## src/hdl/ray_sphere_pixel_shader_defines.svh

```systemverilog
// Assertion helpers shared by the shader modules.
// Each macro expects signals named clock and reset in the enclosing module.
`ifndef RAY_SPHERE_PIXEL_SHADER_DEFINES_SVH
`define RAY_SPHERE_PIXEL_SHADER_DEFINES_SVH

// The expression must never be true outside reset.
`define RSPS_ASSERT_NEVER(lbl, expr) \
   lbl: assert property (@(posedge clock) disable iff (reset) !(expr)) \
      else $error("rsps: forbidden condition seen");

// Whenever the antecedent holds, the consequent must hold in the same cycle.
`define RSPS_ASSERT_IMPLIES(lbl, ante, cons) \
   lbl: assert property (@(posedge clock) disable iff (reset) (ante) |-> (cons)) \
      else $error("rsps: implication violated");

`endif

```

## src/hdl/rsps_pkg.sv

```systemverilog
`default_nettype none
package rsps_pkg;

   localparam int MAX_SPHERES = 4;
   localparam int FRAC_BITS   = 8;

   localparam int COORD_W = 16;
   localparam int DIM_W   = 13;
   localparam int PIX_W   = 12;
   localparam int COLOR_W = 8;
   localparam int RGB_W   = 3 * COLOR_W;
   localparam int SLOT_W  = 2;
   localparam int ACT_W   = 3;

   localparam int IDX_W = (MAX_SPHERES > 1) ? $clog2(MAX_SPHERES) : 1;
   localparam int CNT_W = $clog2(MAX_SPHERES + 1);

   // Datapath widths follow from the fraction width.
   localparam int DIR_W  = FRAC_BITS + 2;
   localparam int MUL_W  = (FRAC_BITS + 14 > 24) ? FRAC_BITS + 14 : 24;
   localparam int SQ_W   = 2 * FRAC_BITS + 28;
   localparam int ROOT_W = SQ_W / 2;
   localparam int ACC_W  = (SQ_W + 4 > 2 * MUL_W) ? SQ_W + 4 : 2 * MUL_W;
   localparam int DIV_W  = (2 * FRAC_BITS + 14 > FRAC_BITS + 24) ?
                           2 * FRAC_BITS + 14 : FRAC_BITS + 24;
   localparam int SQ_CNT_W  = $clog2(ROOT_W);
   localparam int DIV_CNT_W = $clog2(DIV_W);
   localparam int ONE       = 1 << FRAC_BITS;

   localparam int QUEUE_DEPTH = 2;
   localparam int QPTR_W      = $clog2(QUEUE_DEPTH);
   localparam int QCNT_W      = $clog2(QUEUE_DEPTH + 1);

   // Request kinds.
   localparam logic ACTION_LOAD  = 1'b0;
   localparam logic ACTION_TRACE = 1'b1;

   // Register indexes.
   localparam logic [1:0] CSR_IMAGE_WIDTH    = 2'd0;
   localparam logic [1:0] CSR_IMAGE_HEIGHT   = 2'd1;
   localparam logic [1:0] CSR_CAMERA_Z       = 2'd2;
   localparam logic [1:0] CSR_ACTIVE_SPHERES = 2'd3;

   // One classified request as it travels from the front to the back.
   typedef struct packed {
      logic                      action;
      logic [SLOT_W-1:0]         slot;
      logic signed [COORD_W-1:0] center_x;
      logic signed [COORD_W-1:0] center_y;
      logic signed [COORD_W-1:0] center_z;
      logic [COORD_W-1:0]        radius;
      logic [RGB_W-1:0]          color;
      logic signed [DIR_W-1:0]   dir_x;
      logic signed [DIR_W-1:0]   dir_y;
      logic signed [DIR_W-1:0]   dir_z;
   } cmd_type;

   // Divide by the fixed-point one, rounding toward zero.
   function automatic logic signed [ACC_W-1:0] trunc_frac(input logic signed [ACC_W-1:0] a);
      logic signed [ACC_W-1:0] mag;
      mag = (a < 0) ? -a : a;
      mag = mag >>> FRAC_BITS;
      return (a < 0) ? -mag : mag;
   endfunction

endpackage
`default_nettype wire

```

## src/hdl/rsps_div.sv

```systemverilog
`default_nettype none
module rsps_div import rsps_pkg::*; (
   input  logic             clock,
   input  logic             reset,
   input  logic             start,
   input  logic [DIV_W-1:0] dividend,
   input  logic [DIV_W-1:0] divisor,
   output logic             done,
   output logic [DIV_W-1:0] quotient
);

   // Restoring divider, one quotient bit per cycle.
   logic                 busy_ff, busy_in;
   logic                 done_ff, done_in;
   logic [DIV_CNT_W-1:0] cnt_ff, cnt_in;
   logic [DIV_W-1:0]     num_ff, num_in;
   logic [DIV_W-1:0]     den_ff, den_in;
   logic [DIV_W-1:0]     rem_ff, rem_in;
   logic [DIV_W-1:0]     quo_ff, quo_in;
   logic [DIV_W:0]       rem_t;

   always_comb begin
      busy_in = busy_ff;
      done_in = 1'b0;
      cnt_in  = cnt_ff;
      num_in  = num_ff;
      den_in  = den_ff;
      rem_in  = rem_ff;
      quo_in  = quo_ff;
      rem_t   = {rem_ff, num_ff[DIV_W-1]};
      if (start) begin
         busy_in = 1'b1;
         cnt_in  = '0;
         num_in  = dividend;
         den_in  = divisor;
         rem_in  = '0;
      end else if (busy_ff) begin
         num_in = num_ff << 1;
         if (rem_t >= {1'b0, den_ff}) begin
            rem_in = DIV_W'(rem_t - {1'b0, den_ff});
            quo_in = {quo_ff[DIV_W-2:0], 1'b1};
         end else begin
            rem_in = rem_t[DIV_W-1:0];
            quo_in = {quo_ff[DIV_W-2:0], 1'b0};
         end
         cnt_in = cnt_ff + 1'b1;
         if (cnt_ff == DIV_CNT_W'(DIV_W - 1)) begin
            busy_in = 1'b0;
            done_in = 1'b1;
         end
      end
   end

   always_ff @(posedge clock) begin
      if (reset) begin
         busy_ff <= 1'b0;
         done_ff <= 1'b0;
         cnt_ff  <= '0;
      end else begin
         busy_ff <= busy_in;
         done_ff <= done_in;
         cnt_ff  <= cnt_in;
      end
      num_ff <= num_in;
      den_ff <= den_in;
      rem_ff <= rem_in;
      quo_ff <= quo_in;
   end

   assign done     = done_ff;
   assign quotient = quo_ff;

endmodule
`default_nettype wire

```

## src/hdl/rsps_isqrt.sv

```systemverilog
`default_nettype none
module rsps_isqrt import rsps_pkg::*; (
   input  logic              clock,
   input  logic              reset,
   input  logic              start,
   input  logic [SQ_W-1:0]   radicand,
   output logic              done,
   output logic [ROOT_W-1:0] root
);

   // Digit-by-digit floor square root, one root bit per cycle.
   logic                busy_ff, busy_in;
   logic                done_ff, done_in;
   logic [SQ_CNT_W-1:0] cnt_ff, cnt_in;
   logic [SQ_W-1:0]     op_ff, op_in;
   logic [ROOT_W:0]     rem_ff, rem_in;
   logic [ROOT_W-1:0]   root_ff, root_in;
   logic [ROOT_W+2:0]   rem_t;
   logic [ROOT_W+2:0]   trial;

   always_comb begin
      busy_in = busy_ff;
      done_in = 1'b0;
      cnt_in  = cnt_ff;
      op_in   = op_ff;
      rem_in  = rem_ff;
      root_in = root_ff;
      rem_t   = {rem_ff, op_ff[SQ_W-1 -: 2]};
      trial   = {1'b0, root_ff, 2'b01};
      if (start) begin
         busy_in = 1'b1;
         cnt_in  = '0;
         op_in   = radicand;
         rem_in  = '0;
         root_in = '0;
      end else if (busy_ff) begin
         op_in = op_ff << 2;
         if (rem_t >= trial) begin
            rem_in  = (ROOT_W + 1)'(rem_t - trial);
            root_in = {root_ff[ROOT_W-2:0], 1'b1};
         end else begin
            rem_in  = rem_t[ROOT_W:0];
            root_in = {root_ff[ROOT_W-2:0], 1'b0};
         end
         cnt_in = cnt_ff + 1'b1;
         if (cnt_ff == SQ_CNT_W'(ROOT_W - 1)) begin
            busy_in = 1'b0;
            done_in = 1'b1;
         end
      end
   end

   always_ff @(posedge clock) begin
      if (reset) begin
         busy_ff <= 1'b0;
         done_ff <= 1'b0;
         cnt_ff  <= '0;
      end else begin
         busy_ff <= busy_in;
         done_ff <= done_in;
         cnt_ff  <= cnt_in;
      end
      op_ff   <= op_in;
      rem_ff  <= rem_in;
      root_ff <= root_in;
   end

   assign done = done_ff;
   assign root = root_ff;

endmodule
`default_nettype wire

```

## src/hdl/rsps_back.sv

```systemverilog
`default_nettype none
`include "ray_sphere_pixel_shader_defines.svh"
module rsps_back import rsps_pkg::*; (
   input  logic                      clock,
   input  logic                      reset,
   input  logic                      q_empty,
   input  cmd_type                   q_data,
   output logic                      q_pop,
   input  logic signed [COORD_W-1:0] camera_z,
   input  logic [ACT_W-1:0]          active_spheres,
   output logic                      rsp_empty,
   input  logic                      rsp_pop,
   output logic [COLOR_W-1:0]        rsp_red,
   output logic [COLOR_W-1:0]        rsp_green,
   output logic [COLOR_W-1:0]        rsp_blue,
   output logic                      rsp_hit
);

   localparam logic [4:0] S_IDLE  = 5'd0;
   localparam logic [4:0] S_LOAD  = 5'd1;
   localparam logic [4:0] S_DOT   = 5'd2;
   localparam logic [4:0] S_BH    = 5'd3;
   localparam logic [4:0] S_OO    = 5'd4;
   localparam logic [4:0] S_DISC  = 5'd5;
   localparam logic [4:0] S_DCHK  = 5'd6;
   localparam logic [4:0] S_ROOT1 = 5'd7;
   localparam logic [4:0] S_TCHK  = 5'd8;
   localparam logic [4:0] S_PM    = 5'd9;
   localparam logic [4:0] S_PA    = 5'd10;
   localparam logic [4:0] S_NUM   = 5'd11;
   localparam logic [4:0] S_PP    = 5'd12;
   localparam logic [4:0] S_PS    = 5'd13;
   localparam logic [4:0] S_ROOT2 = 5'd14;
   localparam logic [4:0] S_IDIV  = 5'd15;
   localparam logic [4:0] S_DIVW  = 5'd16;
   localparam logic [4:0] S_NEXT  = 5'd17;
   localparam logic [4:0] S_OUT   = 5'd18;

   localparam int PROD_W = COLOR_W + FRAC_BITS + 1;

   // Sphere table, valid only for entries that have been loaded.
   logic signed [COORD_W-1:0] tcx_ff [MAX_SPHERES];
   logic signed [COORD_W-1:0] tcy_ff [MAX_SPHERES];
   logic signed [COORD_W-1:0] tcz_ff [MAX_SPHERES];
   logic [COORD_W-1:0]        trad_ff [MAX_SPHERES];
   logic [RGB_W-1:0]          tcol_ff [MAX_SPHERES];

   logic [4:0]                state_ff, state_in;
   logic [CNT_W-1:0]          n_ff, n_in;
   logic [CNT_W-1:0]          idx_ff, idx_in;
   logic [1:0]                k_ff, k_in;
   logic signed [DIR_W-1:0]   d_ff [3];
   logic signed [DIR_W-1:0]   d_in [3];
   logic signed [COORD_W:0]   oc_ff [3];
   logic signed [COORD_W:0]   oc_in [3];
   logic signed [MUL_W-1:0]   p_ff [3];
   logic signed [MUL_W-1:0]   p_in [3];
   logic [COORD_W-1:0]        r_ff, r_in;
   logic signed [ACC_W-1:0]   acc_ff, acc_in;
   logic signed [MUL_W-1:0]   bh_ff, bh_in;
   logic signed [MUL_W-1:0]   t_ff, t_in;
   logic signed [MUL_W-1:0]   best_t_ff, best_t_in;
   logic [RGB_W-1:0]          best_color_ff, best_color_in;
   logic                      found_ff, found_in;
   logic [FRAC_BITS:0]        intens_ff, intens_in;
   logic signed [MUL_W+1:0]   num_ff, num_in;
   logic [ROOT_W-1:0]         den_ff, den_in;

   logic                      out_valid_ff, out_valid_in;
   logic [COLOR_W-1:0]        red_ff, red_in, green_ff, green_in, blue_ff, blue_in;
   logic                      hit_ff, hit_in;
   logic                      out_load;

   logic signed [MUL_W-1:0]   mul_a, mul_b;
   logic signed [2*MUL_W-1:0] prod;
   logic signed [ACC_W-1:0]   prod_x, acc3;
   logic [IDX_W-1:0]          idx;
   logic [IDX_W-1:0]          load_slot;
   logic                      load_we;

   logic              sq_start, sq_done;
   logic [SQ_W-1:0]   sq_rad;
   logic [ROOT_W-1:0] sq_root;
   logic              div_start, div_done;
   logic [DIV_W-1:0]  div_num, div_den, div_quo;
   logic [PROD_W-1:0] mr, mg, mb;

   rsps_isqrt u_isqrt (
      .clock    (clock),
      .reset    (reset),
      .start    (sq_start),
      .radicand (sq_rad),
      .done     (sq_done),
      .root     (sq_root)
   );

   rsps_div u_div (
      .clock    (clock),
      .reset    (reset),
      .start    (div_start),
      .dividend (div_num),
      .divisor  (div_den),
      .done     (div_done),
      .quotient (div_quo)
   );

   assign idx       = idx_ff[IDX_W-1:0];
   assign load_slot = IDX_W'(q_data.slot);

   // One shared multiplier; its operands follow the sequencer state.
   always_comb begin
      unique case (state_ff)
         S_DOT: begin
            mul_a = MUL_W'(oc_ff[k_ff]);
            mul_b = MUL_W'(d_ff[k_ff]);
         end
         S_BH: begin
            mul_a = MUL_W'(signed'({1'b0, r_ff}));
            mul_b = MUL_W'(signed'({1'b0, r_ff}));
         end
         S_OO: begin
            mul_a = MUL_W'(oc_ff[k_ff]);
            mul_b = MUL_W'(oc_ff[k_ff]);
         end
         S_DISC: begin
            mul_a = bh_ff;
            mul_b = bh_ff;
         end
         S_PM: begin
            mul_a = MUL_W'(d_ff[k_ff]);
            mul_b = t_ff;
         end
         S_PP: begin
            mul_a = p_ff[k_ff];
            mul_b = p_ff[k_ff];
         end
         default: begin
            mul_a = '0;
            mul_b = '0;
         end
      endcase
   end
   assign prod   = mul_a * mul_b;
   assign prod_x = ACC_W'(prod);
   assign acc3   = acc_ff + (acc_ff <<< 1);
   assign sq_rad = (state_ff == S_PS) ? acc3[SQ_W-1:0] : acc_ff[SQ_W-1:0];
   assign div_num = DIV_W'($unsigned(num_ff)) << FRAC_BITS;
   assign div_den = DIV_W'(den_ff);

   assign mr = PROD_W'(best_color_ff[RGB_W-1 -: COLOR_W]) * PROD_W'(intens_ff);
   assign mg = PROD_W'(best_color_ff[COLOR_W +: COLOR_W]) * PROD_W'(intens_ff);
   assign mb = PROD_W'(best_color_ff[COLOR_W-1:0]) * PROD_W'(intens_ff);

   always_comb begin
      state_in      = state_ff;
      n_in          = n_ff;
      idx_in        = idx_ff;
      k_in          = k_ff;
      d_in          = d_ff;
      oc_in         = oc_ff;
      p_in          = p_ff;
      r_in          = r_ff;
      acc_in        = acc_ff;
      bh_in         = bh_ff;
      t_in          = t_ff;
      best_t_in     = best_t_ff;
      best_color_in = best_color_ff;
      found_in      = found_ff;
      intens_in     = intens_ff;
      num_in        = num_ff;
      den_in        = den_ff;
      q_pop         = 1'b0;
      load_we       = 1'b0;
      sq_start      = 1'b0;
      div_start     = 1'b0;
      out_load      = 1'b0;
      unique case (state_ff)
         S_IDLE: begin
            if (!q_empty) begin
               q_pop = 1'b1;
               if (q_data.action == ACTION_LOAD) begin
                  load_we = (int'(q_data.slot) < MAX_SPHERES);
               end else begin
                  d_in[0]  = q_data.dir_x;
                  d_in[1]  = q_data.dir_y;
                  d_in[2]  = q_data.dir_z;
                  n_in     = (int'(active_spheres) > MAX_SPHERES) ?
                             CNT_W'(MAX_SPHERES) : CNT_W'(active_spheres);
                  idx_in   = '0;
                  found_in = 1'b0;
                  state_in = (n_in == '0) ? S_OUT : S_LOAD;
               end
            end
         end
         S_LOAD: begin
            oc_in[0] = -(COORD_W + 1)'(tcx_ff[idx]);
            oc_in[1] = -(COORD_W + 1)'(tcy_ff[idx]);
            oc_in[2] = (COORD_W + 1)'(camera_z) - (COORD_W + 1)'(tcz_ff[idx]);
            r_in     = trad_ff[idx];
            acc_in   = '0;
            k_in     = 2'd0;
            state_in = S_DOT;
         end
         S_DOT: begin
            acc_in = acc_ff + prod_x;
            if (k_ff == 2'd2) begin
               k_in     = 2'd0;
               state_in = S_BH;
            end else begin
               k_in = k_ff + 2'd1;
            end
         end
         S_BH: begin
            bh_in    = MUL_W'(trunc_frac(acc_ff));
            acc_in   = -prod_x;
            state_in = S_OO;
         end
         S_OO: begin
            acc_in = acc_ff + prod_x;
            if (k_ff == 2'd2) begin
               k_in     = 2'd0;
               state_in = S_DISC;
            end else begin
               k_in = k_ff + 2'd1;
            end
         end
         S_DISC: begin
            acc_in   = prod_x - acc_ff;
            state_in = S_DCHK;
         end
         S_DCHK: begin
            if (acc_ff < 0) begin
               state_in = S_NEXT;
            end else begin
               sq_start = 1'b1;
               state_in = S_ROOT1;
            end
         end
         S_ROOT1: begin
            if (sq_done) begin
               t_in     = -bh_ff - MUL_W'(signed'({1'b0, sq_root}));
               state_in = S_TCHK;
            end
         end
         S_TCHK: begin
            if (t_ff <= 0 || (found_ff && t_ff >= best_t_ff)) begin
               state_in = S_NEXT;
            end else begin
               found_in      = 1'b1;
               best_t_in     = t_ff;
               best_color_in = tcol_ff[idx];
               k_in          = 2'd0;
               state_in      = S_PM;
            end
         end
         S_PM: begin
            acc_in   = prod_x;
            state_in = S_PA;
         end
         S_PA: begin
            p_in[k_ff] = MUL_W'(oc_ff[k_ff]) + MUL_W'(trunc_frac(acc_ff));
            if (k_ff == 2'd2) begin
               k_in     = 2'd0;
               state_in = S_NUM;
            end else begin
               k_in     = k_ff + 2'd1;
               state_in = S_PM;
            end
         end
         S_NUM: begin
            num_in   = (MUL_W + 2)'(p_ff[0]) - (MUL_W + 2)'(p_ff[1]) - (MUL_W + 2)'(p_ff[2]);
            acc_in   = '0;
            state_in = S_PP;
         end
         S_PP: begin
            acc_in = acc_ff + prod_x;
            if (k_ff == 2'd2) begin
               k_in     = 2'd0;
               state_in = S_PS;
            end else begin
               k_in = k_ff + 2'd1;
            end
         end
         S_PS: begin
            sq_start = 1'b1;
            state_in = S_ROOT2;
         end
         S_ROOT2: begin
            if (sq_done) begin
               den_in = sq_root;
               if (num_ff <= 0 || sq_root == '0) begin
                  intens_in = '0;
                  state_in  = S_NEXT;
               end else begin
                  state_in = S_IDIV;
               end
            end
         end
         S_IDIV: begin
            div_start = 1'b1;
            state_in  = S_DIVW;
         end
         S_DIVW: begin
            if (div_done) begin
               intens_in = (div_quo > DIV_W'(ONE)) ? (FRAC_BITS + 1)'(ONE) :
                           div_quo[FRAC_BITS:0];
               state_in  = S_NEXT;
            end
         end
         S_NEXT: begin
            if (idx_ff + 1'b1 == n_ff) begin
               state_in = S_OUT;
            end else begin
               idx_in   = idx_ff + 1'b1;
               state_in = S_LOAD;
            end
         end
         S_OUT: begin
            if (!out_valid_ff || rsp_pop) begin
               out_load = 1'b1;
               state_in = S_IDLE;
            end
         end
         default: state_in = S_IDLE;
      endcase
   end

   always_comb begin
      out_valid_in = out_valid_ff;
      red_in   = red_ff;
      green_in = green_ff;
      blue_in  = blue_ff;
      hit_in   = hit_ff;
      if (out_load) begin
         out_valid_in = 1'b1;
         hit_in   = found_ff;
         red_in   = found_ff ? mr[FRAC_BITS +: COLOR_W] : '0;
         green_in = found_ff ? mg[FRAC_BITS +: COLOR_W] : '0;
         blue_in  = found_ff ? mb[FRAC_BITS +: COLOR_W] : '0;
      end else if (rsp_pop) begin
         out_valid_in = 1'b0;
      end
   end

   always_ff @(posedge clock) begin
      if (reset) begin
         state_ff     <= S_IDLE;
         out_valid_ff <= 1'b0;
         idx_ff       <= '0;
         n_ff         <= '0;
         k_ff         <= '0;
         found_ff     <= 1'b0;
      end else begin
         state_ff     <= state_in;
         out_valid_ff <= out_valid_in;
         idx_ff       <= idx_in;
         n_ff         <= n_in;
         k_ff         <= k_in;
         found_ff     <= found_in;
      end
      d_ff          <= d_in;
      oc_ff         <= oc_in;
      p_ff          <= p_in;
      r_ff          <= r_in;
      acc_ff        <= acc_in;
      bh_ff         <= bh_in;
      t_ff          <= t_in;
      best_t_ff     <= best_t_in;
      best_color_ff <= best_color_in;
      intens_ff     <= intens_in;
      num_ff        <= num_in;
      den_ff        <= den_in;
      red_ff        <= red_in;
      green_ff      <= green_in;
      blue_ff       <= blue_in;
      hit_ff        <= hit_in;
      if (load_we) begin
         tcx_ff[load_slot]  <= q_data.center_x;
         tcy_ff[load_slot]  <= q_data.center_y;
         tcz_ff[load_slot]  <= q_data.center_z;
         trad_ff[load_slot] <= q_data.radius;
         tcol_ff[load_slot] <= q_data.color;
      end
   end

   assign rsp_empty = !out_valid_ff;
   assign rsp_red   = red_ff;
   assign rsp_green = green_ff;
   assign rsp_blue  = blue_ff;
   assign rsp_hit   = hit_ff;

   `RSPS_ASSERT_IMPLIES(a_back_no_overwrite, out_load && out_valid_ff, rsp_pop)
   `RSPS_ASSERT_NEVER(a_back_idx_range, state_ff == S_NEXT && idx_ff >= n_ff)

endmodule
`default_nettype wire

```

## config.mk

```make
export PLATFORM = sky130hd
export DESIGN_NAME = rsps_back
export DESIGN_NICKNAME = d
export VERILOG_FILES = /design/src/hdl/rsps_pkg.sv /design/src/hdl/rsps_div.sv /design/src/hdl/rsps_isqrt.sv /design/src/hdl/rsps_back.sv
export VERILOG_INCLUDE_DIRS = /design/src /design/src/hdl
export SDC_FILE = /design/constraint.sdc
export NUM_CORES = 2
export LEC_CHECK = 0
export BUFFER_PORTS_ARGS = -buffer_cell sky130_fd_sc_hd__buf_2
export CORE_MARGIN = 2
export CORE_UTILIZATION = 40
export CTS_CLUSTER_DIAMETER = 30
export DETAILED_ROUTE_END_ITERATION = 10
export PLACE_DENSITY_LB_ADDON = 0.1
export RECOVER_POWER = 50
export SLEW_MARGIN = 20
export SYNTH_ARGS = -nofsm -noshare
export SYNTH_HDL_FRONTEND = slang
export SYNTH_HIERARCHICAL = 1
export SYNTH_SLANG_ARGS = --single-unit
```

## constraint.sdc

```tcl
create_clock -name clock -period 15.6 [get_ports clock]
set_input_delay 1.56 -clock clock [delete_from_list [all_inputs] [get_ports clock]]
set_output_delay 1.56 -clock clock [all_outputs]
set_load 0.05 [all_outputs]
```

==> results.md <==
- Status: finished, violations left
- Failing checks: max-capacitance violations, max-slew violations
- Hold crit path type: flop to flop
- Netlist cell types: 122
- R2r setup slk: 1790 ps
- Antenna Nets Post-Route: 0
- Ys flop type: edfxtp_1
- Fmax: 72.4 MHz
- Vias in the first global route: between 60,000 and 70,000
- Vias per cell: 5.37
- Sinks on Clock Net: roughly 1,000
- Crit. Startpoint: k_ff[0]
- Buf/Inv on CP: 5
- Ports: 171
- Crit path max-delay cell type: nor2b_1
- Die X: 459 µm
- Post-synth EDFFs: 887
- CP most frequent cell: fa_1
- Max VDD drop: ~0.12 mV
- Leak: ~40 nW
- RR Startpoint: k_ff[0]
- Sequential area share after synthesis: 0.348
- Reg2Reg Capture Point: acc_ff[43]
- Worst Hold Depth: 0
- Startpoint types: flop
- Asr flop ratio synth: 0
- Total wire length: 249,000 µm
- Total track usage: 0.238
- Root buffer cell: clkbuf_16
- Num CTS Buffers: 236
- Largest net degree at the start of global routing: 78
- Max clock buf depth: 3
- PD cells: 202 mW/mm²
- Cell family with most CP delay: adder cells
- GP Congestion: 0.917
- Post-CTS sizing: 0
- Worst Max-Slew Pin Slew: 3740 ps
- CTS tree: built
- Final min period: 13,810 ps
- Initial Util: 0.403
- Area Growth Syn to Fin: 15.1%
- Initial antenna violation count: 6
- Crit-path max cell delay: 1500 ps
- Core footprint: 0.205 mm²
- Final HPWL DP: 189,000 µm
- Setup TNS: 0 ps
- Max Cap Viol: 17
- Post-route clock skew: 76.8 ps
- Clk_lat worst skew: 890 ps
- Final Power: between 0.015 and 0.02 W
- CP arrival: roughly 14,000 ps
- Post-CTS setup buffers: 0
- Max-slew violations: 541
- Syn. warnings: 6
- Hold bufs inserted after CTS: 0
- RSZ-0062 raised after global routing: false
- Worst EP required: 16,160 ps
- Reg2Reg Depth: 36
- Crit-path max FO: 18
- Post-Synthesis Cells: 7,935
- # setup viols final: 0
- Syn_area_per_cell: 10.4 µm²
- Worst-path clk slew: approximately 50 ps
- Layout cell share with drive strength beyond 1: 0.0964
- Hold Vio Cnt, Final: 0
- Post-layout nets: 9,649
- Normalized max-slew margin: -1.49
- Rows: 166
- Kind of critical path: flop to flop
- CP Capture Type: flop
- Vias: slightly below 60,000
- CTS H-tree depth: 4
- Chip height: 459 µm
- Register bit total from synthesis: 995
- First-pass GRT wire length: 382,000 µm
- Wire length per cell: 22.5 µm
- Hold Startpoint: den_ff[17]
- Period Utilization, post-route: 0.885
- Full die area: 0.211 mm²
- Initial drt markers: 4,055
- Pre-antenna DRT Iters: 6
- Hold endpoint: u_div/den_ff[17]
- DRC: 0
- Cell Area, Synth: 0.0827 mm²
- Grt total ovfl: 0
- PortBufs: 170
## layout make-up
class | count | area, µm²
fill | 19200 | 110000
multi-input combinational | 5483 | 48600
sequential | 995 | 28800
clock buffer | 267 | 6050
inverter | 1178 | 4420
tap | 2688 | 3360
clock inverter | 178 | 2420
timing repair buffer | 293 | 1550
antenna | 4 | 10.0
## cells in the mapped netlist, drive strengths merged, types with 112 or more instances
library cell | number | area (µm²)
inv | 1177 | 4420
edfxtp | 887 | 26600
nand2 | 868 | 3260
fa | 757 | 15200
ha | 561 | 7020
nor2 | 510 | 1920
o21ai | 331 | 1660
a21oi | 298 | 1500
xnor2 | 281 | 2470
clkbuf | 247 | 927
and2 | 207 | 1300
xor2 | 125 | 1090
nor3 | 112 | 571
## worst max path at each step
stage / end / slack, ps / cells past startpoint
2_1_floorplan: acc_ff[47] / 4350 / 42
3_3_place_gp: acc_ff[46] / 2550 / 36
3_5_place_dp: acc_ff[43] / 2490 / 37
4_1_cts: acc_ff[43] / 2470 / 37
5_1_grt: acc_ff[43] / 930 / 36
6_report: acc_ff[43] / 1790 / 36
## logic make-up after synthesis
group / Yosys count / share of synthesized area
compound gates: 1257 / 0.100
xor+xnor: 406 / 0.0431
fa+ha+maj: 1318 / 0.268
buf+inv: 1474 / 0.0675
flops: 995 / 0.348
mux: 271 / 0.0473
other cells: 1 / 0.0000453
simple gates: 2213 / 0.126
## layout by cell type (no fill, tap or decap), types with 34 or more instances in the layout
cell type,count
mux2_2,74
nand2b_1,65
or3_1,49
nor2b_1,65
a31oi_1,43
o211ai_1,45
and2_1,204
o21a_1,50
a21o_1,99
a21oi_1,296
nor3_1,109
clkinv_2,36
bufinv_16,44
mux2i_1,108
o21ai_1,35
buf_2,51
mux4_2,88
nand4_1,53
edfxtp_1,887
xor2_1,125
clkbuf_16,237
nand3_1,89
fa_1,757
ha_1,561
dfxtp_1,103
nand2_1,866
clkinv_1,34
nor4_1,47
and3_1,54
a211oi_1,49
inv_1,1176
buf_4,104
o21ai_0,293
clkbuf_1,167
xnor2_1,280
nor2_1,504
## power breakdown
group | switching (W) | internal (W) | leakage (nW) | total [W]
clock | 0.00163 | 0.00351 | 4.02 | 0.00514
sequential | 0.000295 | 0.00350 | 8.82 | 0.00380
combinational | 0.00650 | 0.00383 | 27.0 | 0.0103
total | 0.00843 | 0.0108 | 39.8 | 0.0193
## sequential cells by signal, indices dropped and copies added, names as in the netlist, 48 cells and up, named ones only
register  flops
trad_ff      64
tcol_ff      96
tcy_ff       64
p_ff         72
tcx_ff       64
tcz_ff       64
acc_ff       48
oc_ff        51
## through the flow
| stage | hold WS [ps] | utilization | instances | setup slack (ps) | instance area [µm²] |
|---|---|---|---|---|---|
| 2_1_floorplan | 400 | - | 7952 | 4350 | 82800 |
| 3_3_place_gp | 401 | 0.424 | 10600 | 2550 | 87000 |
| 3_5_place_dp | 405 | 0.424 | 10600 | 2490 | 87000 |
| 4_1_cts | 376 | 0.465 | 11100 | 2470 | 95500 |
| 5_1_grt | 378 | 0.464 | 11100 | 926 | 95200 |
| 6_report | 374 | 0.464 | 11100 | 1790 | 95200 |
## worst reg2reg max path: cells and delay by family, from the launching register on
| kind | cells | cell delay [ps] |
|---|---|---|
| adders and majority gates | 9 | 4760 |
| and+or+nand+nor | 7 | 3840 |
| AOI/OAI and AO/OA | 14 | 3440 |
| DFF | 1 | 730 |
| buffers and inverters | 5 | 560 |
| xor gates and xnor gates | 1 | 170 |
## routing by layer
layer,vias up,share of wire,track usage,wire (µm)
li1,27600,-,-,-
met1,30000,0.45,0.324,112000
met2,1597,0.46,0.382,114000
met3,409,0.058,0.0450,14400
met4,2,0.034,0.0813,8450
met5,-,0.000056,0,14
(Power assumes the default switching activity.)
